**src/sv/rlsarx_pkg.sv**
```systemverilog
package rlsarx_pkg;

  localparam int unsigned MODEL_ORDER_DEF = 2;
  localparam int unsigned IC_W = 23;
  localparam int unsigned SMP_W = 16;
  localparam int unsigned Q_W = 48;
  localparam int unsigned FRAC_W = 24;
  localparam int unsigned IDX_W = 4;
  localparam logic [IC_W-1:0] IC_RESET = 23'd1000000;

  typedef logic signed [Q_W-1:0] q_t;

  localparam q_t Q_ONE = q_t'(48'sd1 <<< FRAC_W);
  localparam q_t Q_MAX = 48'sh7FFF_FFFF_FFFF;
  localparam q_t Q_MIN = 48'sh8000_0000_0000;

  // Saturating add of two Q values
  function automatic q_t sadd(input q_t a, input q_t b);
    logic signed [Q_W:0] sum;
    sum = {a[Q_W-1], a} + {b[Q_W-1], b};
    if (sum[Q_W] != sum[Q_W-1]) begin
      sadd = sum[Q_W] ? Q_MIN : Q_MAX;
    end else begin
      sadd = sum[Q_W-1:0];
    end
  endfunction

  // Saturating subtract of two Q values
  function automatic q_t ssub(input q_t a, input q_t b);
    logic signed [Q_W:0] dif;
    dif = {a[Q_W-1], a} - {b[Q_W-1], b};
    if (dif[Q_W] != dif[Q_W-1]) begin
      ssub = dif[Q_W] ? Q_MIN : Q_MAX;
    end else begin
      ssub = dif[Q_W-1:0];
    end
  endfunction

  // Sample to Q format
  function automatic q_t smp2q(input logic signed [SMP_W-1:0] x);
    smp2q = {{(Q_W-SMP_W-FRAC_W){x[SMP_W-1]}}, x, {FRAC_W{1'b0}}};
  endfunction

endpackage

```
**src/sv/rlsarx_mul.sv**
```systemverilog
module rlsarx_mul (
  input  logic                     clk,
  input  logic                     rst_n,
  input  logic                     start,
  input  rlsarx_pkg::q_t           a,
  input  rlsarx_pkg::q_t           b,
  output logic                     done,
  output rlsarx_pkg::q_t           res
);

  localparam int unsigned HW = rlsarx_pkg::FRAC_W;
  localparam int unsigned AW = 50;

  logic [rlsarx_pkg::Q_W-1:0] ua_r, ub_r;
  logic            neg_r, sat_r, busy_r, done_r;
  logic [2:0]      step_r;
  logic [2*HW-1:0] p_r;
  logic [AW-1:0]   acc_r;
  rlsarx_pkg::q_t  res_r;
  logic [HW-1:0]   opx, opy;
  logic [AW-1:0]   term;
  logic [AW-1:0]   lim;
  logic [AW-1:0]   mag;

  // Pick the partial product for this step
  always_comb begin
    unique case (step_r)
      3'd0:    begin opx = ua_r[2*HW-1:HW]; opy = ub_r[2*HW-1:HW]; end
      3'd1:    begin opx = ua_r[2*HW-1:HW]; opy = ub_r[HW-1:0];    end
      3'd2:    begin opx = ua_r[HW-1:0];    opy = ub_r[2*HW-1:HW]; end
      default: begin opx = ua_r[HW-1:0];    opy = ub_r[HW-1:0];    end
    endcase
  end

  // Align the previous partial product
  always_comb begin
    unique case (step_r)
      3'd1:    term = AW'({p_r[HW-2:0], {HW{1'b0}}});
      3'd2:    term = AW'(p_r);
      3'd3:    term = AW'(p_r);
      default: term = AW'(p_r >> HW);
    endcase
    lim = neg_r ? (AW'(1) << 47) : ((AW'(1) << 47) - AW'(1));
    mag = (sat_r || acc_r > lim) ? lim : acc_r;
  end

  always_ff @(posedge clk) begin
    if (!rst_n) begin
      busy_r <= 1'b0;
      done_r <= 1'b0;
      step_r <= '0;
    end else begin
      done_r <= 1'b0;
      if (start) begin
        busy_r <= 1'b1;
        step_r <= '0;
      end else if (busy_r) begin
        if (step_r == 3'd5) begin
          busy_r <= 1'b0;
          done_r <= 1'b1;
        end
        step_r <= step_r + 3'd1;
      end
    end
  end

  // Take magnitudes, then run four 24x24 products and sum them
  always_ff @(posedge clk) begin
    if (start) begin
      neg_r <= a[rlsarx_pkg::Q_W-1] != b[rlsarx_pkg::Q_W-1];
      ua_r  <= a[rlsarx_pkg::Q_W-1] ? -a : a;
      ub_r  <= b[rlsarx_pkg::Q_W-1] ? -b : b;
      acc_r <= '0;
      sat_r <= 1'b0;
    end else if (busy_r) begin
      if (step_r < 3'd4) begin
        p_r <= opx * opy;
      end
      if (step_r >= 3'd1 && step_r <= 3'd4) begin
        acc_r <= acc_r + term;
      end
      if (step_r == 3'd1 && p_r >= (2*HW)'(1 << (HW-1))) begin
        sat_r <= 1'b1;
      end
      if (step_r == 3'd5) begin
        res_r <= neg_r ? -rlsarx_pkg::q_t'(mag[rlsarx_pkg::Q_W-1:0])
                       : rlsarx_pkg::q_t'(mag[rlsarx_pkg::Q_W-1:0]);
      end
    end
  end

  assign done = done_r;
  assign res  = res_r;

endmodule

```
**config.mk**
```make
export PLATFORM = sky130hd
export DESIGN_NAME = rlsarx_mul
export DESIGN_NICKNAME = d
export VERILOG_FILES = /design/src/sv/rlsarx_pkg.sv /design/src/sv/rlsarx_mul.sv
export SDC_FILE = /design/constraint.sdc
export NUM_CORES = 2
export LEC_CHECK = 0
export BUFFER_PORTS_ARGS = -buffer_cell sky130_fd_sc_hd__buf_4
export CAP_MARGIN = 20
export CORE_MARGIN = 3
export CORE_UTILIZATION = 45
export CTS_BUF_LIST = sky130_fd_sc_hd__clkbuf_2
export DETAILED_ROUTE_END_ITERATION = 10
export SYNTH_ARGS = -nofsm -noshare
export SYNTH_HDL_FRONTEND = slang
export SYNTH_SLANG_ARGS = --single-unit
```
**constraint.sdc**
```tcl
create_clock -name clk -period 9.5 [get_ports clk]
set_clock_uncertainty 0.05 [all_clocks]
set_input_delay 0.475 -clock clk [delete_from_list [all_inputs] [get_ports clk]]
set_output_delay 0.475 -clock clk [all_outputs]
set_load 0.05 [all_outputs]
```
* After elaboration in Yosys (flattened, before gate mapping)
Index checks and enable logic that the tools add are counted.
** Storage, ports and cells
- Flip-flop bits (word level) :: 249
- Word-level logic and storage cells :: 56
** Cells by class
- Muxes and demuxes :: 12
- Bitwise operators :: 3
- Reductions and logical operators :: 13
- Add/sub/neg operators :: 5
- $mul :: 1
- Magnitude comparators :: 5
- Equal/unequal tests :: 5
** Operators by type and width (number)
- $mux W48 :: 3
- $neg A48 Y48 :: 3
- $pmux W48 S2 :: 1
- $mux W47 :: 2
- $add A50 B48 Y50 :: 1
- $gt A50 B48 Y1 :: 1
- $ge A48 B24 Y1 const B :: 1
- $mul A24 B24 Y48 :: 1
- $mux W24 :: 2
- $reduce_or A2 Y1 :: 4
- $eq A3 B2 Y1 const B :: 2
- $reduce_and A3 Y1 :: 2
- $mux W1 :: 4
- $reduce_and A2 Y1 :: 2
- $add A3 B1 Y3 const B :: 1
- $eq A3 B1 Y1 const B :: 1
- $eq A3 B3 Y1 const B :: 1
- $ge A3 B1 Y1 const B :: 1
- $le A3 B3 Y1 const B :: 1
- $logic_not A3 Y1 :: 1
- $lt A3 B3 Y1 const B :: 1
- $not A1 Y1 :: 3
- $reduce_or A3 Y1 :: 1
- $logic_and A1 B1 Y1 :: 2
- 2 further kinds :: 2

* Logic depth before layout (Yosys ltp)
- Depth after elaboration :: 6
- Depth in mapped cells :: 32

* Worst setup path after synthesis
No wires, ideal clock.
- Path type :: register -> register
- From :: register step_r[0]
- To :: register p_r[46], data pin
- Path slack :: 0.795 ns
- Buffers on the path :: 2
- Arrival :: 8.396 ns
- Stages on the path, launching flop included :: 30
- Library setup time :: 0.259 ns
- Path through :: dfxtp_1 > inv_1 > ha_1 > o21ai_1 > buf_1 > clkbuf_1 > mux2i_1 > nor2_1 > fa_1 > inv_1 > fa_1 > fa_1 > inv_1 > fa_1 > inv_1 > fa_1 > fa_1 > fa_1 > inv_1 > ha_1 > a21o_1 > a21o_1 > a211oi_1 > o21ai_0 > a21o_1 > a2111o_1 > o211a_1 > a21o_1 > a221o_1 > xor2_1
** On the way
- Longest elaborated chain between the ends :: 4
- Elaborated cells between the ends (all ways) :: 8
** RTL lines
- from (decl) :: RTL line rlsarx_mul.sv:16 : logic [2:0] step_r;
- from (signal assigned) :: RTL line rlsarx_mul.sv:62 : step_r <= step_r + 3'd1;
- $eq A3 B1 Y1, or another cell as far along :: RTL line rlsarx_mul.sv:27 : unique case (step_r)
- $reduce_or A2 Y1 (no source line)
- $mux W24 :: RTL line rlsarx_mul.sv:27
- $mul A24 B24 Y48 * :: RTL line rlsarx_mul.sv:77 : p_r <= opx * opy;
- to (signal assigned) :: RTL line rlsarx_mul.sv:77
- to (decl) :: RTL line rlsarx_mul.sv:17 : logic [2*HW-1:0] p_r;
Mark *: on every way between the ends. The rest lies on a longest branch, timed or not.
A chain may end at the register's enable or synchronous reset.

* Final worst setup path
Same ends and word-level chain as after synthesis.

==> flow_metrics.py <==
metrics = {
    "run_status": {
        "status": "completed",
    },
    "global_routing": {
        "antenna_found_initial": 1,
        "grt_max_degree": 85,
        "grt_pass1_vias": 29054,
        "overflow": 0,
        "grt_use_total": 0.261,
        "grt_first_pass_wirelength_mm": 165,
    },
    "sta": {
        "worst_pin_slew_ns": 0.864,
        "finalSetupViolations": 0,
        "slew-limit-headroom": 0.409,
        "period_minus_slack_ns": 8.99,
        "hold_viol": 0,
        "fmax_mhz": 111,
        "finalCritPeriodShare": 0.947,
        "drv_slew": 0,
        "rsz0062_at_grt": "false",
        "tns_ns": 0,
    },
    "floorplanning": {
        "row_count": 101,
        "initial_core_util": 0.456,
        "die-width_microns": 284,
        "io_pins": 148,
        "die_area_sq_um": 80600,
        "die_h_microns": 284,
        "core_sq_um": 76200,
    },
    "clocking": {
        "root_buffer": "clkbuf_2",
        "clock_path_buffers": 3,
        "htreeDepth": 3,
        "clkTransAtPathRegs_ns": 0.10,
        "clkLatencyLatePin_ns": 1.09,
        "cts.sinks": 249,
        "cts_tree": "built",
        "numCtsBuffers": 71,
    },
    "yosys": {
        "syn_nets": 4722,
        "yosys_warnings": 0,
        "async_flop_share": 0,
        "ys.flop_type": "edfxtp_1",
        "synthCells": 3862,
        "ys_seq_elements": 249,
        "yosysUniqueCellTypes": 73,
        "synth_edf_count": 193,
        "ys_seq_area_frac": 0.199,
        "synth.avg_cell_area_sq_um": 9.00,
        "synth_area_sq_um": 34800,
    },
    "detailed_routing": {
        "dr_total_vias": 28639,
        "via_per_inst": 5.44,
        "wl_mm": 105,
        "drc": 0,
        "dr.first_iter.drc_count": 2006,
        "ant_nets": 0,
        "wl_per_cell_microns": 19.9,
        "first_pass_iters": 6,
    },
    "job": {
        "drv_cap": 0,
    },
    "worst_setup_path": {
        "end_kind": "flip-flop",
        "crit_path_frequent_cell": "fa_1",
        "critPathRequiredTime_ns": 10.23,
        "cp-start-kind": "flip-flop",
        "cp_slowest_cell": "mux2_2",
        "crit_path_max_fanout": 15,
        "worstSetupPathType": "flip-flop to flip-flop",
        "critPathMaxStageDelay_ns": 0.56,
        "arrival_ns": 9.73,
        "critPathTopFamily": "adder cells",
        "path_buf_inv": 5,
    },
    "placement": {
        "place_congestion": 0.979,
        "dpl.cell_count": 4955,
        "io_buffers": 147,
        "dp_hpwl_mm": 82.9,
    },
    "layout": {
        "drive_gt1_frac": 0.101,
        "stdcell_count": 5261,
        "fill_cells": 7125,
        "final_nets": 5037,
        "area_growth_pct": 14.1,
    },
    "hold_path": {
        "min_path_type": "primary input to flip-flop",
    },
}
-- cell usage in the layout, fill, tap and decap left out, types with 7 or more instances in the layout --
cell type,instances
nand4_1,24
inv_1,585
nor2b_1,23
o22ai_1,11
and2_1,16
or2_2,9
mux2_2,46
and3_1,12
edfxtp_1,193
xnor2_1,145
nor4_1,24
nand2_1,505
o211ai_1,7
ha_1,278
o21a_1,7
clkbuf_2,104
or4_1,16
o31ai_1,28
o21ai_0,138
clkinv_1,8
o41ai_1,16
dfxtp_1,56
a21oi_1,164
a211oi_1,27
a311oi_1,10
o311ai_0,7
a21o_1,92
fa_1,483
xor2_1,31
buf_4,224
nor3_1,47
dlygate4sd3_1,179
or3_1,36
mux2i_1,44
o21bai_1,20
nor2_1,402
nand2b_1,31
a31oi_1,21
a22o_1,23
nand3_1,31
-- path summary, 6_finish.rpt --
| path | slack [ns] | cells past startpoint | from | endpoint |
|---|---|---|---|---|
| hold reg to reg | 0.51 | 2 | acc_r[47] | acc_r[47] |
| hold / removal | 0.20 | 2 | a[0] | ua_r[0] |
| setup / recovery | 0.51 | 27 | step_r[0] | p_r[46] |
| setup reg to reg | 0.51 | 27 | step_r[0] | p_r[46] |
-- state kept, by name, summed over array words and instances (netlist names), 3 cells and up --
signal / flops
ub_r: 48
p_r: 48
ua_r: 48
acc_r: 50
res: 48
step_r: 3
-- cell type report --
type | count | area [sq um] | area share
Inverter | 585 | 2200 | 0.0554
Antenna cell | 3 | 7.51 | 0.000189
Clock buffer | 104 | 520 | 0.0131
Tap cell | 1030 | 1290 | 0.0325
Timing Repair Buffer | 405 | 3500 | 0.0883
Clock inverter | 20 | 134 | 0.00337
Multi-Input combinational cell | 2865 | 25100 | 0.633
Sequential cell | 249 | 6920 | 0.174
-- kinds of logic (layout without fill, tap and decap cells) --
family | Yosys count | after routing | share of synthesized area
AND/OR/NAND/NOR | 1211 | 1211 | 0.153
adder cells (fa/ha/maj) | 761 | 761 | 0.378
buffers and inverters | 748 | 1114 | 0.0810
AO/OA/AOI/OAI | 621 | 621 | 0.116
flip-flops | 249 | 249 | 0.199
XOR/XNOR | 176 | 176 | 0.0443
multiplexers | 96 | 96 | 0.0293
other | 0 | 3 | 0
-- through the flow --
step | hold WS, ns | area [sq um] | setup slack, ns | utilization
CTS | 0.0892 | 39700 | 0.505 | 0.520
detailed placement | 0.502 | 37200 | 0.490 | 0.488
finish | 0.199 | 39700 | 0.507 | 0.521
global route | 0.114 | 39700 | 0.0983 | 0.521
global placement | 0.492 | 37200 | 0.646 | 0.488
floorplan | 0.423 | 34800 | 0.795 | -
-- repair_timing --
| action | 4_1_cts | 5_1_grt |
|---|---|---|
| gates resized for setup | 0 | 0 |
| hold buffers | 179 | 0 |
| setup endpoints to repair | 0 | 0 |
| setup buffers | 0 | 0 |
| endpoints found under the hold margin | 140 | 0 |
-- cells in the mapped netlist, types with 56 or more instances --
cell	number	area, sq um
a21o_1	93	698
a21oi_1	165	826
clkbuf_1	158	593
dfxtp_1	56	1120
edfxtp_1	193	5800
fa_1	483	9670
ha_1	278	3480
inv_1	585	2200
nand2_1	505	1900
nor2_1	405	1520
o21ai_0	138	691
xnor2_1	145	1270
-- layer usage --
metal	wire length, microns	GRT usage	vias to the layer above
li1	-	-	13360
met1	42600	0.328	13913
met2	50700	0.451	1124
met3	7270	0.0451	242
met4	4300	0.0958	0
met5	0	0	-
Power is left out: the tool's default activity adds up to more than one toggle a clock period on the data nets, which glitch-free logic cannot reach.
