[config.mk]
export PLATFORM = sky130hd
export DESIGN_NAME = rlsarx_div
export DESIGN_NICKNAME = d
export VERILOG_FILES = /design/src/sv/rlsarx_pkg.sv /design/src/sv/rlsarx_div.sv
export SDC_FILE = /design/constraint.sdc
export NUM_CORES = 1
export LEC_CHECK = 0
export BUFFER_PORTS_ARGS = -buffer_cell sky130_fd_sc_hd__buf_4
export CORE_MARGIN = 4
export CORE_UTILIZATION = 55
export DETAILED_ROUTE_END_ITERATION = 10
export GPL_TIMING_DRIVEN = 0
export MAX_ROUTING_LAYER = met4
export PLACE_DENSITY_LB_ADDON = 0.25
export SYNTH_ARGS = -nofsm -noshare
export SYNTH_HDL_FRONTEND = slang
export SYNTH_SLANG_ARGS = --single-unit
[constraint.sdc]
create_clock -name clk -period 10.45 [get_ports clk]
set_input_delay 1.045 -clock clk [delete_from_list [all_inputs] [get_ports clk]]
set_output_delay 1.045 -clock clk [all_outputs]
set_load 0.02 [all_outputs]
[src/sv/rlsarx_pkg.sv]
package rlsarx_pkg;

  localparam int unsigned MODEL_ORDER_DEF = 2;
  localparam int unsigned IC_W = 23;
  localparam int unsigned SMP_W = 16;
  localparam int unsigned Q_W = 48;
  localparam int unsigned FRAC_W = 24;
  localparam int unsigned IDX_W = 4;
  localparam logic [IC_W-1:0] IC_RESET = 23'd1000000;

  typedef logic signed [Q_W-1:0] q_t;

  localparam q_t Q_ONE = q_t'(48'sd1 <<< FRAC_W);
  localparam q_t Q_MAX = 48'sh7FFF_FFFF_FFFF;
  localparam q_t Q_MIN = 48'sh8000_0000_0000;

  // Saturating add of two Q values
  function automatic q_t sadd(input q_t a, input q_t b);
    logic signed [Q_W:0] sum;
    sum = {a[Q_W-1], a} + {b[Q_W-1], b};
    if (sum[Q_W] != sum[Q_W-1]) begin
      sadd = sum[Q_W] ? Q_MIN : Q_MAX;
    end else begin
      sadd = sum[Q_W-1:0];
    end
  endfunction

  // Saturating subtract of two Q values
  function automatic q_t ssub(input q_t a, input q_t b);
    logic signed [Q_W:0] dif;
    dif = {a[Q_W-1], a} - {b[Q_W-1], b};
    if (dif[Q_W] != dif[Q_W-1]) begin
      ssub = dif[Q_W] ? Q_MIN : Q_MAX;
    end else begin
      ssub = dif[Q_W-1:0];
    end
  endfunction

  // Sample to Q format
  function automatic q_t smp2q(input logic signed [SMP_W-1:0] x);
    smp2q = {{(Q_W-SMP_W-FRAC_W){x[SMP_W-1]}}, x, {FRAC_W{1'b0}}};
  endfunction

endpackage

[src/sv/rlsarx_div.sv]
module rlsarx_div (
  input  logic           clk,
  input  logic           rst_n,
  input  logic           start,
  input  rlsarx_pkg::q_t den,
  output logic           done,
  output rlsarx_pkg::q_t quo
);

  localparam int unsigned W = rlsarx_pkg::Q_W;

  logic [W-1:0] den_r;
  logic [W:0]   rem_r;
  logic [W:0]   q_r;
  logic [5:0]   cnt_r;
  logic         busy_r, done_r;
  logic [W:0]   rem_sh;
  logic         fit;

  // One quotient bit per cycle of 2^48 / den
  always_comb begin
    rem_sh = {rem_r[W-1:0], cnt_r == 6'd0};
    fit    = rem_sh >= {1'b0, den_r};
  end

  always_ff @(posedge clk) begin
    if (!rst_n) begin
      busy_r <= 1'b0;
      done_r <= 1'b0;
      cnt_r  <= '0;
    end else begin
      done_r <= 1'b0;
      if (start) begin
        busy_r <= 1'b1;
        cnt_r  <= '0;
      end else if (busy_r) begin
        cnt_r <= cnt_r + 6'd1;
        if (cnt_r == 6'(W)) begin
          busy_r <= 1'b0;
          done_r <= 1'b1;
        end
      end
    end
  end

  always_ff @(posedge clk) begin
    if (start) begin
      den_r <= den;
      rem_r <= '0;
      q_r   <= '0;
    end else if (busy_r) begin
      rem_r <= fit ? rem_sh - {1'b0, den_r} : rem_sh;
      q_r   <= {q_r[W-1:0], fit};
    end
  end

  assign done = done_r;
  assign quo  = q_r[W-1:0];

endmodule

[Yosys cells after proc, flatten, opt, wreduce, memory -nomap -nowiden]
Index checks and enable logic that the tools add are counted.
Storage, ports and cells
  flip-flop bits (word level): 152
  input bits: 51
Cells by class
  $add $sub $neg: 2
  equal/unequal tests: 1
  reduce and logical (&&, ||, !) cells: 3
  bitwise logic cells: 2
  mux-type cells: 5
  $lt $le $gt $ge: 1
Operators with widths (number)
  >= comparator 49 x 48 -> 1 bit: 1
  2-to-1 mux 48 bit: 1
  subtractor 48 bit: 1
  adder 6 x 1 -> 6 bit, second input constant: 1
  == test 6 bit, second input constant: 1
  zero test 6 bit: 1
  2-to-1 mux 1 bit: 4
  OR reduction 3 bit: 1
  inverter 1 bit: 2
  OR reduction 2 bit: 1

[Longest topological paths before layout]
Gate-level depths: netlist of run 1.
  depth after elaboration: 4
  depth in mapped cells: 17
  gate-level depth less buffers: 16

[Worst setup path after synthesis of run 1]
OpenSTA, ideal clock, no wires.
  path type: register to register
  start: register cnt_r[0]
  end: register rem_r[46]
  data required time: 10319 ps
  cell stages (with the launch flop): 17
  path slack: 7173 ps
  setup time: 131 ps
  data arrival time: 3146 ps
  cell sequence: dfxtp_1 > inv_1 > ha_1 > nor3b_1 > nand2_1 > ha_1 > fa_1 > nor2b_1 > o31ai_1 > nand4b_1 > and3b_1 > nor3_1 > o21ai_0 > o21ai_1 > or4b_2 > o21ai_0 > o22ai_1
Between the ends
  word-level cells in the longest chain between the ends: 3
  elaborated cells on any way between the ends: 4
  classes of those cells: 1 x add/sub; 1 x order compare; 1 x mux; 1 x reduce/logical
RTL lines
  from (decl): line rlsarx_div.sv:15  | logic [5:0] cnt_r;
  from (signal assigned): line rlsarx_div.sv:37  | cnt_r <= cnt_r + 6'd1;
  zero test 6 bit (*): line rlsarx_div.sv:22  | rem_sh = {rem_r[W-1:0], cnt_r == 6'd0};
  subtractor 48 bit / >= comparator 49 x 48 -> 1 bit (equally long branches): line rlsarx_div.sv:52, rlsarx_div.sv:23
  2-to-1 mux 48 bit (*): line rlsarx_div.sv:52  | rem_r <= fit ? rem_sh - {1'b0, den_r} : rem_sh;
  to (signal assigned): line rlsarx_div.sv:52
  to (decl): line rlsarx_div.sv:13  | logic [W:0] rem_r;
Every way passes the cells marked *; elsewhere a longest branch is shown, timed or not.
A chain may end at the register's enable or synchronous reset.

[Worst setup path after layout of run 1]
  start: register cnt_r[0]
  end: register rem_r[1]
Same word-level chain as after synthesis.

==> key figures, run 1 <==
Run status
  • Status: complete, no violations

Synthesis
  • Synth Register Bits: 152
  • Asr flop ratio synth: 0
  • Most frequent cell after synthesis: nor2_1
  • Largest family of logic cells by synthesized area: compound AO/OA/AOI/OAI gates
  • Synth Area in Compound Gates: 0.177
  • Count of cell types in the netlist: 66
  • Mapped Nets: 1012
  • Post-Syn Area: 8450 um^2
  • Post-Synth Adder-Cell Area: 0.0764
  • Synth area leaders: dfxtp_1, edfxtp_1, mux2i_1
  • Syn Area/Cell: 9.28 um^2
  • Post-synthesis xor/xnor area fraction: 0.0477
  • Commonest cells post-synth: nor2_1, dfxtp_1, mux2i_1
  • Synth area leader: dfxtp_1
  • Number of synthesized flops with an enable pin: 48
  • Sequential share of the synthesized area: 0.417
  • Syn Inst Count: 910
  • Simple-Gate Fraction of Synth Area: 0.136
  • Yosys warns: 0
  • Mux cell area share after synthesis: 0.0963
  • Synth top area share: 0.247
  • Commonest register cell after synthesis: dfxtp_1

Hold path
  • Hold/Removal Path Class: reg2reg
  • Worst Hold Depth: 2
  • Hold EP: rem_r[1]$_SDFFE_PP0P_
  • Hold wc startpoint: rem_r[1]$_SDFFE_PP0P_

GRT
  • Gr usage total: 0.232
  • First-pass GRT wire length: 32300 um
  • Largest net degree at the start of global routing: 50
  • Initial antenna violation count: 0
  • Gr ovfl total: 0
  • Vias in the first global route: 6558

Die
  • Core region area: 15100 um^2
  • Initial cell density of the core: 0.558
  • Die area: 17400 um^2
  • Die height: 132 um
  • Number of I/O pins: 100
  • Die width: 132 um
  • Row count: 45

STA
  • Final Hold Fails: 0
  • Fmax: 251 MHz
  • Setup-failing EPs final: 0
  • Final WS setup: 6470 ps
  • Clock Skews: 10.0 ps
  • Slew Viols, Final: 0
  • Setup tns final: 0 ps
  • Final Critical Period: 3980 ps
  • Slew headroom: 0.460
  • Fin crit share: 0.381
  • Least-Margin Pin Slew: 810 ps
  • RSZ-0062 raised after global routing: no

CTS
  • Post-CTS setup buffers: 0
  • CTS max path bufs: 2
  • Reg clk slew, reported paths: 70 ps
  • Root Driver: clkbuf_16
  • H-tree level count: 4
  • Clk sink count: 152
  • Clk Latency, worst-skew pair: 440 ps
  • CTS Buf Count: 17
  • Post-CTS sizing: 0
  • CTS Hold Bufs: 0
  • CTS tree: yes

Setup path
  • CP peak stage delay: 590 ps
  • CP startpoint kind: register
  • Worst r2r src: cnt_r[0]$_SDFFE_PP0P_
  • CP max stage cell: o41ai_4
  • Critical Path AT: 4270 ps
  • Worst R2R End: rem_r[1]$_SDFFE_PP0P_
  • WP buf/inv: 3
  • Ordered cell list for the critical path: inv_1, ha_1, nor3b_1, nand2_1, ha_1, nor2b_1, o2111ai_1, a21oi_1, or3_1, a211oi_2, o21a_1, o41ai_4, buf_6, buf_2, nand2_1, o211ai_1, a21oi_1
  • Endpoint class of the critical path: register
  • Setup CP Type: reg2reg
  • Cell family with most CP delay: compound AO/OA/AOI/OAI gates
  • R2r setup slk: 6470 ps
  • Worst path required time: 10740 ps
  • Maximum fanout along the worst path: 10
  • FF-to-FF path depth: 17

Power and ir drop
  • Sw Pwr: 0.530 mW
  • Clock power frac: 0.374
  • Sw frac: 0.316
  • Leak: 4.43 nW
  • PD cells: 167 nW/um^2
  • Seq pwr share: 0.396
  • Gate power share: 0.230
  • Worst VDD drop: 139 uV
  • Power Total: 1.67 mW
  • Pint: 1.14 mW

Route
  • 1st-pass router iterations: 5
  • DRC violations left: 0
  • Vias per inst: 5.60
  • Drt total wl: 19700 um
  • Starting DRC count in detailed routing: 540
  • Routed vias: 6885
  • ANT nets after route: 0
  • Routed wire per std cell: 16.0 um

Finish
  • # diodes: 0
  • Area Growth Syn to Fin: 18.8%
  • Nets@finish: 1130
  • # fillers: 1249
  • Layout cells sized above 1: 0.143

Placed design
  • Placer Congestion: 0.901
  • Setup WS pre-CTS: 6560 ps
  • Post-DP HPWL: 14300 um
  • # port buffers: 99

Flow run
  • Max-cap violations: 0
[power by group through the flow]
stage	registers [mW]	clock network, mW	logic [mW]
after CTS	0.663	0.634	0.382
after global routing	0.667	0.660	0.428
after global placement	0.675	0	0.374
after detailed placement	0.676	0	0.378
after floorplan	0.671	0	0.291
final	0.663	0.626	0.385
[registers in the layout, indices dropped and copies added (netlist names)]
signal  cells
busy_r      1
cnt_r       6
den_r      48
done        1
q_r        48
rem_r      48
[cell type report]
class / count / area (um^2) / share of cell area
Sequential cell: 152 / 3520 / 0.351
Clock inverter: 13 / 149 / 0.0148
Buffer: 47 / 196 / 0.0196
Tap cell: 188 / 235 / 0.0234
Clock buffer: 19 / 464 / 0.0462
Inverter: 59 / 221 / 0.0221
Timing Repair Buffer: 99 / 743 / 0.0740
Multi-Input combinational cell: 652 / 4500 / 0.449
[cell families after synthesis]
| family | count (synthesis) |
|---|---|
| muxes | 81 |
| buffers and inverters | 106 |
| AOI/OAI and AO/OA | 224 |
| xor gates and xnor gates | 46 |
| adders and majority gates | 51 |
| DFF | 152 |
| and+or+nand+nor | 250 |
[placed cells by master (no fill, tap or decap), types with 4 or more instances in the layout]
master / synthesis / routed
a211oi_1: 43 / 43
a21o_1: 32 / 32
a21oi_1: 52 / 52
a31oi_1: 5 / 5
and3_1: 5 / 5
buf_1: 5 / 5
buf_2: 4 / 4
buf_4: 2 / 101
clkbuf_1: 35 / 35
clkbuf_16: 0 / 18
clkinv_8: 0 / 4
dfxtp_1: 104 / 104
edfxtp_1: 48 / 48
ha_1: 50 / 50
inv_1: 59 / 59
inv_6: 0 / 5
mux2i_1: 79 / 79
nand2_1: 43 / 43
nand2b_1: 4 / 4
nand3_1: 16 / 16
nand4_1: 12 / 12
nor2_1: 126 / 126
nor2b_1: 6 / 6
nor3_1: 11 / 11
nor3b_1: 5 / 5
o21a_1: 11 / 11
o21ai_0: 27 / 27
o21ai_1: 13 / 13
o21bai_1: 5 / 5
o22ai_1: 4 / 4
o31ai_1: 4 / 4
or3_1: 4 / 4
xnor2_1: 26 / 26
xor2_1: 20 / 20
[tightest hold or removal path, delay by kind of cell, from the launching register on]
kind	cells	cell delay, ps
DFF	1	330
and+or+nand+nor	1	70
AOI/OAI and AO/OA	1	50
[how the worst max path moves through the flow]
stage	slack, ps	cells after the start	endpoint	start
after floorplan	7170	16	rem_r[46]$_SDFFE_PP0P_	cnt_r[0]$_SDFFE_PP0P_
after global placement	6600	17	rem_r[1]$_SDFFE_PP0P_	cnt_r[0]$_SDFFE_PP0P_
after detailed placement	6560	17	rem_r[1]$_SDFFE_PP0P_	cnt_r[0]$_SDFFE_PP0P_
after CTS	6520	17	rem_r[1]$_SDFFE_PP0P_	cnt_r[0]$_SDFFE_PP0P_
after global routing	6260	17	rem_r[1]$_SDFFE_PP0P_	cnt_r[0]$_SDFFE_PP0P_
final	6470	17	rem_r[1]$_SDFFE_PP0P_	cnt_r[0]$_SDFFE_PP0P_
[stage by stage]
stage	std cells	utilization	instance area, um^2	hold WS [ps]
final	1229	0.663	10000	495
after floorplan	910	-	8450	455
after detailed placement	1197	0.622	9420	481
after CTS	1229	0.663	10000	492
after global routing	1229	0.663	10000	531
after global placement	1197	0.622	9420	469
[routing by layer]
| layer | vias to the layer above | part of all wire | wire length (um) | GRT usage |
|---|---|---|---|---|
| met2 | 177 | 0.46 | 9010 | 0.358 |
| met1 | 3188 | 0.48 | 9450 | 0.310 |
| met5 | - | 0 | 0 | - |
| met3 | 22 | 0.051 | 1000 | 0.0534 |
| met4 | 0 | 0.012 | 238 | 0.0589 |
| li1 | 3498 | - | - | - |
(Power assumes the default switching activity.)
==> inputs of run 2 (changes only) <==
clock period = 4.1 ns   (was 10.45 ns; I/O delays follow)
==> run 2 against run 1 <==
  * Clock skew up 1.3 ps
  * Utilization grew 0.17 points
  * Flip-flop and latch count is the same
  * Design area rose by 0.26%
  * Non-clock buffer count is 2 higher
  * Count of clock-buffer cells in the layout did not move
  * Global-route usage is the same
  * Critical path type unchanged
  * Largest cell class unchanged
  * Largest power group unchanged
==> key figures, run 2 (synthesis results as in run 1) <==
Run status
  • Status: complete, no violations

Finish
  • Commonest cells after routing, fill and taps aside: nor2_1, dfxtp_1, buf_4, mux2i_1, inv_1
  • Layout cells sized above 1: 0.147
  • Fin cells: 1231
  • Commonest non-fill, non-tap cell in the layout: nor2_1
  • Largest registers: den_r: 48 flops, q_r: 48 flops, rem_r: 48 flops
  • Area Growth Syn to Fin: 19.2%
  • Final Util: 0.664
  • # diodes: 0
  • Nets@finish: 1132

Route
  • Vias per inst: 5.64
  • 1st-pass router iterations: 5
  • ANT nets after route: 0
  • DRC violations left: 0
  • Starting DRC count in detailed routing: 537
  • Drt total wl: 19700 um
  • Routed vias: 6946
  • Routed wire per std cell: 16.0 um

GRT
  • Gr ovfl total: 0
  • Met3 global-route usage: 0.0534
  • First-pass GRT wire length: 32300 um
  • Gr usage total: 0.232
  • Initial antenna violation count: 0
  • Vias in the first global route: 6558
  • M1 GR Usage: 0.310
  • Met2 usage: 0.358
  • Largest net degree at the start of global routing: 50
  • Global route hottest layer: met2

STA
  • Final Hold Fails: 0
  • Final WS setup: 185 ps
  • Fin crit share: 0.955
  • Fmax: 255 MHz
  • Hold slack final: 142 ps
  • Slew headroom: 0.458
  • Final Critical Period: 3920 ps
  • Setup-failing EPs final: 0
  • Least-Margin Pin Slew: 813 ps
  • Clock Skews: 11.3 ps
  • Slew Viols, Final: 0

CTS
  • Clk sink count: 152
  • CTS Buf Count: 17
  • Root Driver: clkbuf_16
  • Clk Latency, worst-skew pair: 440 ps
  • CTS Hold Bufs: 0
  • CTS tree: yes
  • H-tree level count: 4
  • Reg clk slew, reported paths: 70 ps
  • CTS max path bufs: 2

Setup path
  • Setup CP Type: reg2reg
  • Endpoint class of the critical path: register
  • Maximum fanout along the worst path: 10
  • Worst r2r src: cnt_r[0]$_SDFFE_PP0P_
  • FF-to-FF path depth: 18
  • Critical Path AT: 4270 ps
  • Worst setup startpoint: cnt_r[0]$_SDFFE_PP0P_
  • CP startpoint kind: register
  • Worst path required time: 4460 ps

Die
  • Die width: 132 um
  • Core region area: 15100 um^2
  • Die area: 17400 um^2
  • Initial cell density of the core: 0.558
  • Die height: 132 um
  • Row count: 45
  • Number of I/O pins: 100

Placed design
  • Setup WS pre-CTS: 208 ps
  • # port buffers: 99
  • Placer Congestion: 0.901
  • Post-DP HPWL: 14300 um
  • Placed Instances: 1197

Power and ir drop
  • PD cells: 424 nW/um^2
  • Worst VDD drop: 356 uV
  • Leak: 4.44 nW

Hold path
  • Worst Hold Depth: 1
  • Hold/Removal Path Class: in2reg
  • Hold wc startpoint: den[37]

Flow run
  • Max-cap violations: 0
==> run 2: cell count changes in the layout (fill, tap and decap cells not counted), sizes merged <==
cell / previous run / this run
buf: 111 / 113
==> run 2: what timing repair did <==
| item | in CTS | in global routing |
|---|---|---|
| endpoints found under the setup margin | 0 | 10 |
| setup buffers | 0 | 2 |
| gates resized for setup | 0 | 2 |
==> run 2: path summary, 6_finish.rpt <==
path,to,slack [ps]
max,rem_r[1]$_SDFFE_PP0P_,180
min,den_r[37]$_DFFE_PP_,140
max reg2reg,rem_r[1]$_SDFFE_PP0P_,180
min reg2reg,rem_r[1]$_SDFFE_PP0P_,490
==> run 2: final cells by class <==
class                   instances  area [um^2]
plain buffers                  47          196
clock buffers                  19          464
clock inverters                13          149
fillers                      1250         5080
inverters                      59          221
multi-input cells             652         4520
flip-flops and latches        152         3520
well taps                     188          235
repair buffers                101          758
==> run 2: critical path, stage by stage, from the launching register on <==
cell       delay (ps)
dfxtp_1           400
inv_1              70
ha_1              190
nor3b_2           160
nand2_1           120
ha_1              200
nor2b_1            70
o2111ai_1         220
a21oi_1           170
or3_1             410
a211oi_2          490
o21a_1            310
o41ai_4           100
buf_4             180
buf_6             160
buf_2             200
nand2_1            80
o211ai_1           90
a21oi_1           190
==> run 2: per-stage QoR <==
step	TNS (ps)	area (um^2)	total power [mW]
after CTS	0	10000	4.28
after global routing	-5.96	10100	4.48
after global placement	0	9420	2.67
final	0	10100	4.27
after floorplan	0	8450	2.45
after detailed placement	0	9420	2.69
==> run 2: power by group <==
part	switching [mW]	leakage [nW]	internal (mW)
clock network	0.725	0.302	0.869
logic	0.575	2.83	0.412
registers	0.0505	1.32	1.64
==> run 2: metal layers <==
layer  wire, um  part of all wire
met5          0                 0
met4        265             0.013
met3       1100             0.056
met2       9010              0.46
met1       9370              0.47
==> inputs of run 3 (changes only) <==
CELL_PAD_IN_SITES_DETAIL_PLACEMENT = 1   (was unset)
CELL_PAD_IN_SITES_GLOBAL_PLACEMENT = 1   (was unset)
CORE_UTILIZATION = 45   (was 55)
==> run 3 against run 2 <==
  * Setup slack better by 11 ps
  * Via count is 3.3% higher
  * Combinational power is 4% higher
  * Critical endpoint is now rem_r[46]$_SDFFE_PP0P_
==> key figures, run 3 (synthesis results as in run 1) <==
Run status
  • Status: complete, no violations

CTS
  • Clk Latency, worst-skew pair: 440 ps
  • CTS max path bufs: 2
  • Root Driver: clkbuf_16
  • H-tree level count: 4
  • Clk sink count: 152
  • CTS tree: yes
  • Reg clk slew, reported paths: 80 ps
  • CTS Buf Count: 17

STA
  • Setup-failing EPs final: 0
  • Fin crit share: 0.952
  • Slew headroom: 0.484
  • Clock Skews: 12.7 ps
  • RSZ-0062 raised after global routing: yes
  • Least-Margin Pin Slew: 775 ps
  • Final Critical Period: 3900 ps
  • Final Hold Fails: 0
  • Final WS setup: 196 ps
  • Setup tns final: 0 ps
  • Fmax: 256 MHz
  • Slew Viols, Final: 0

Die
  • Core region area: 18200 um^2
  • Die height: 145 um
  • Die width: 145 um
  • Die area: 21000 um^2
  • Number of I/O pins: 100
  • Row count: 49
  • Initial cell density of the core: 0.464

Setup path
  • Ordered cell list for the critical path: inv_1, ha_1, nor3b_2, nand2_1, ha_1, nor2b_1, o2111ai_1, a21oi_1, or3_1, a211oi_4, o21a_1, o41ai_4, buf_4, buf_6, buf_2, nor2_1, a21oi_1, o22ai_1
  • CP peak stage delay: 470 ps
  • CP startpoint kind: register
  • CP max stage cell: or3_1
  • Endpoint class of the critical path: register
  • Setup CP Type: reg2reg
  • Maximum fanout along the worst path: 10
  • Worst r2r src: cnt_r[0]$_SDFFE_PP0P_
  • Critical Path AT: 4260 ps
  • FF-to-FF path depth: 18
  • R2r setup slk: 200 ps
  • Cell family with most CP delay: compound AO/OA/AOI/OAI gates
  • Worst path required time: 4460 ps
  • Worst R2R End: rem_r[46]$_SDFFE_PP0P_
  • WP buf/inv: 4

Power and ir drop
  • Worst VDD drop: 274 uV
  • PD cells: 429 nW/um^2
  • Leak: 4.45 nW
  • Power Total: 4.35 mW

Route
  • Starting DRC count in detailed routing: 356
  • Routed wire per std cell: 18.7 um
  • ANT nets after route: 0
  • Routed vias: 7178
  • Vias per inst: 5.64
  • Drt total wl: 23800 um
  • 1st-pass router iterations: 4
  • DRC violations left: 0

Finish
  • Area Growth Syn to Fin: 20.1%
  • Commonest non-fill, non-tap cell in the layout: nor2_1
  • Commonest cells after routing, fill and taps aside: nor2_1, dfxtp_1, buf_4, mux2i_1, inv_1
  • Nets@finish: 1132
  • Design area: 10100 um^2
  • Largest registers: den_r: 48 flops, q_r: 48 flops, rem_r: 48 flops
  • Final Util: 0.557
  • # diodes: 0
  • Layout cells sized above 1: 0.148

GRT
  • Initial antenna violation count: 0
  • Vias in the first global route: 7635
  • Largest net degree at the start of global routing: 50
  • Gr usage total: 0.233
  • Gr ovfl total: 0
  • First-pass GRT wire length: 39000 um

Placed design
  • Post-DP HPWL: 17400 um
  • Placer Congestion: 0.842
  • # port buffers: 99
  • Placed cell areas: 9480 um^2
  • Setup WS pre-CTS: 103 ps

Flow run
  • Max-cap violations: 0

Hold path
  • Worst Hold Depth: 1
  • Hold/Removal Path Class: in2reg
  • Hold EP: den_r[33]$_DFFE_PP_
  • Hold wc startpoint: den[33]
==> run 3: final cells by class <==
cell class / count / area (um^2)
inverters: 59 / 221
flip-flops and latches: 152 / 3520
multi-input cells: 652 / 4530
plain buffers: 47 / 196
well taps: 229 / 287
repair buffers: 101 / 758
clock inverters: 15 / 201
clock buffers: 17 / 425
fillers: 2115 / 8070
==> run 3: worst max-delay path by stage <==
stage / from / end / slack [ps] / cells past startpoint
2_1_floorplan: cnt_r[0]$_SDFFE_PP0P_ / rem_r[46]$_SDFFE_PP0P_ / 820 / 16
3_3_place_gp: cnt_r[0]$_SDFFE_PP0P_ / rem_r[46]$_SDFFE_PP0P_ / 150 / 17
3_5_place_dp: cnt_r[0]$_SDFFE_PP0P_ / rem_r[46]$_SDFFE_PP0P_ / 100 / 17
4_1_cts: cnt_r[0]$_SDFFE_PP0P_ / rem_r[46]$_SDFFE_PP0P_ / 30 / 17
5_1_grt: cnt_r[0]$_SDFFE_PP0P_ / rem_r[46]$_SDFFE_PP0P_ / -30 / 18
6_report: cnt_r[0]$_SDFFE_PP0P_ / rem_r[46]$_SDFFE_PP0P_ / 200 / 18
==> run 3: repair_timing <==
item / 4_1_cts / 5_1_grt
endpoints found under the hold margin: 0 / 0
buffers inserted: 0 / 2
hold buffers: 0 / 0
resized for setup: 0 / 5
setup endpoints to repair: 0 / 38
==> run 3: power by group <==
group | total, mW | internal [mW] | switching [mW]
Combinational | 1.03 | 0.416 | 0.616
Sequential | 1.69 | 1.64 | 0.0534
Clock | 1.62 | 0.839 | 0.783
Total | 4.35 | 2.89 | 1.45
==> run 3: stage by stage <==
step,hold slack (ps),instances
after floorplan,455,910
after global placement,476,1238
after detailed placement,495,1238
after CTS,122,1270
after global routing,124,1272
final,136,1272
==> run 3: routing by layer <==
metal	vias to the layer above	global-route usage	routed length, um
met5	-	-	0
met4	0	0.0641	388
met3	34	0.0490	965
met2	134	0.393	11700
met1	3509	0.284	10700
li1	3501	-	-
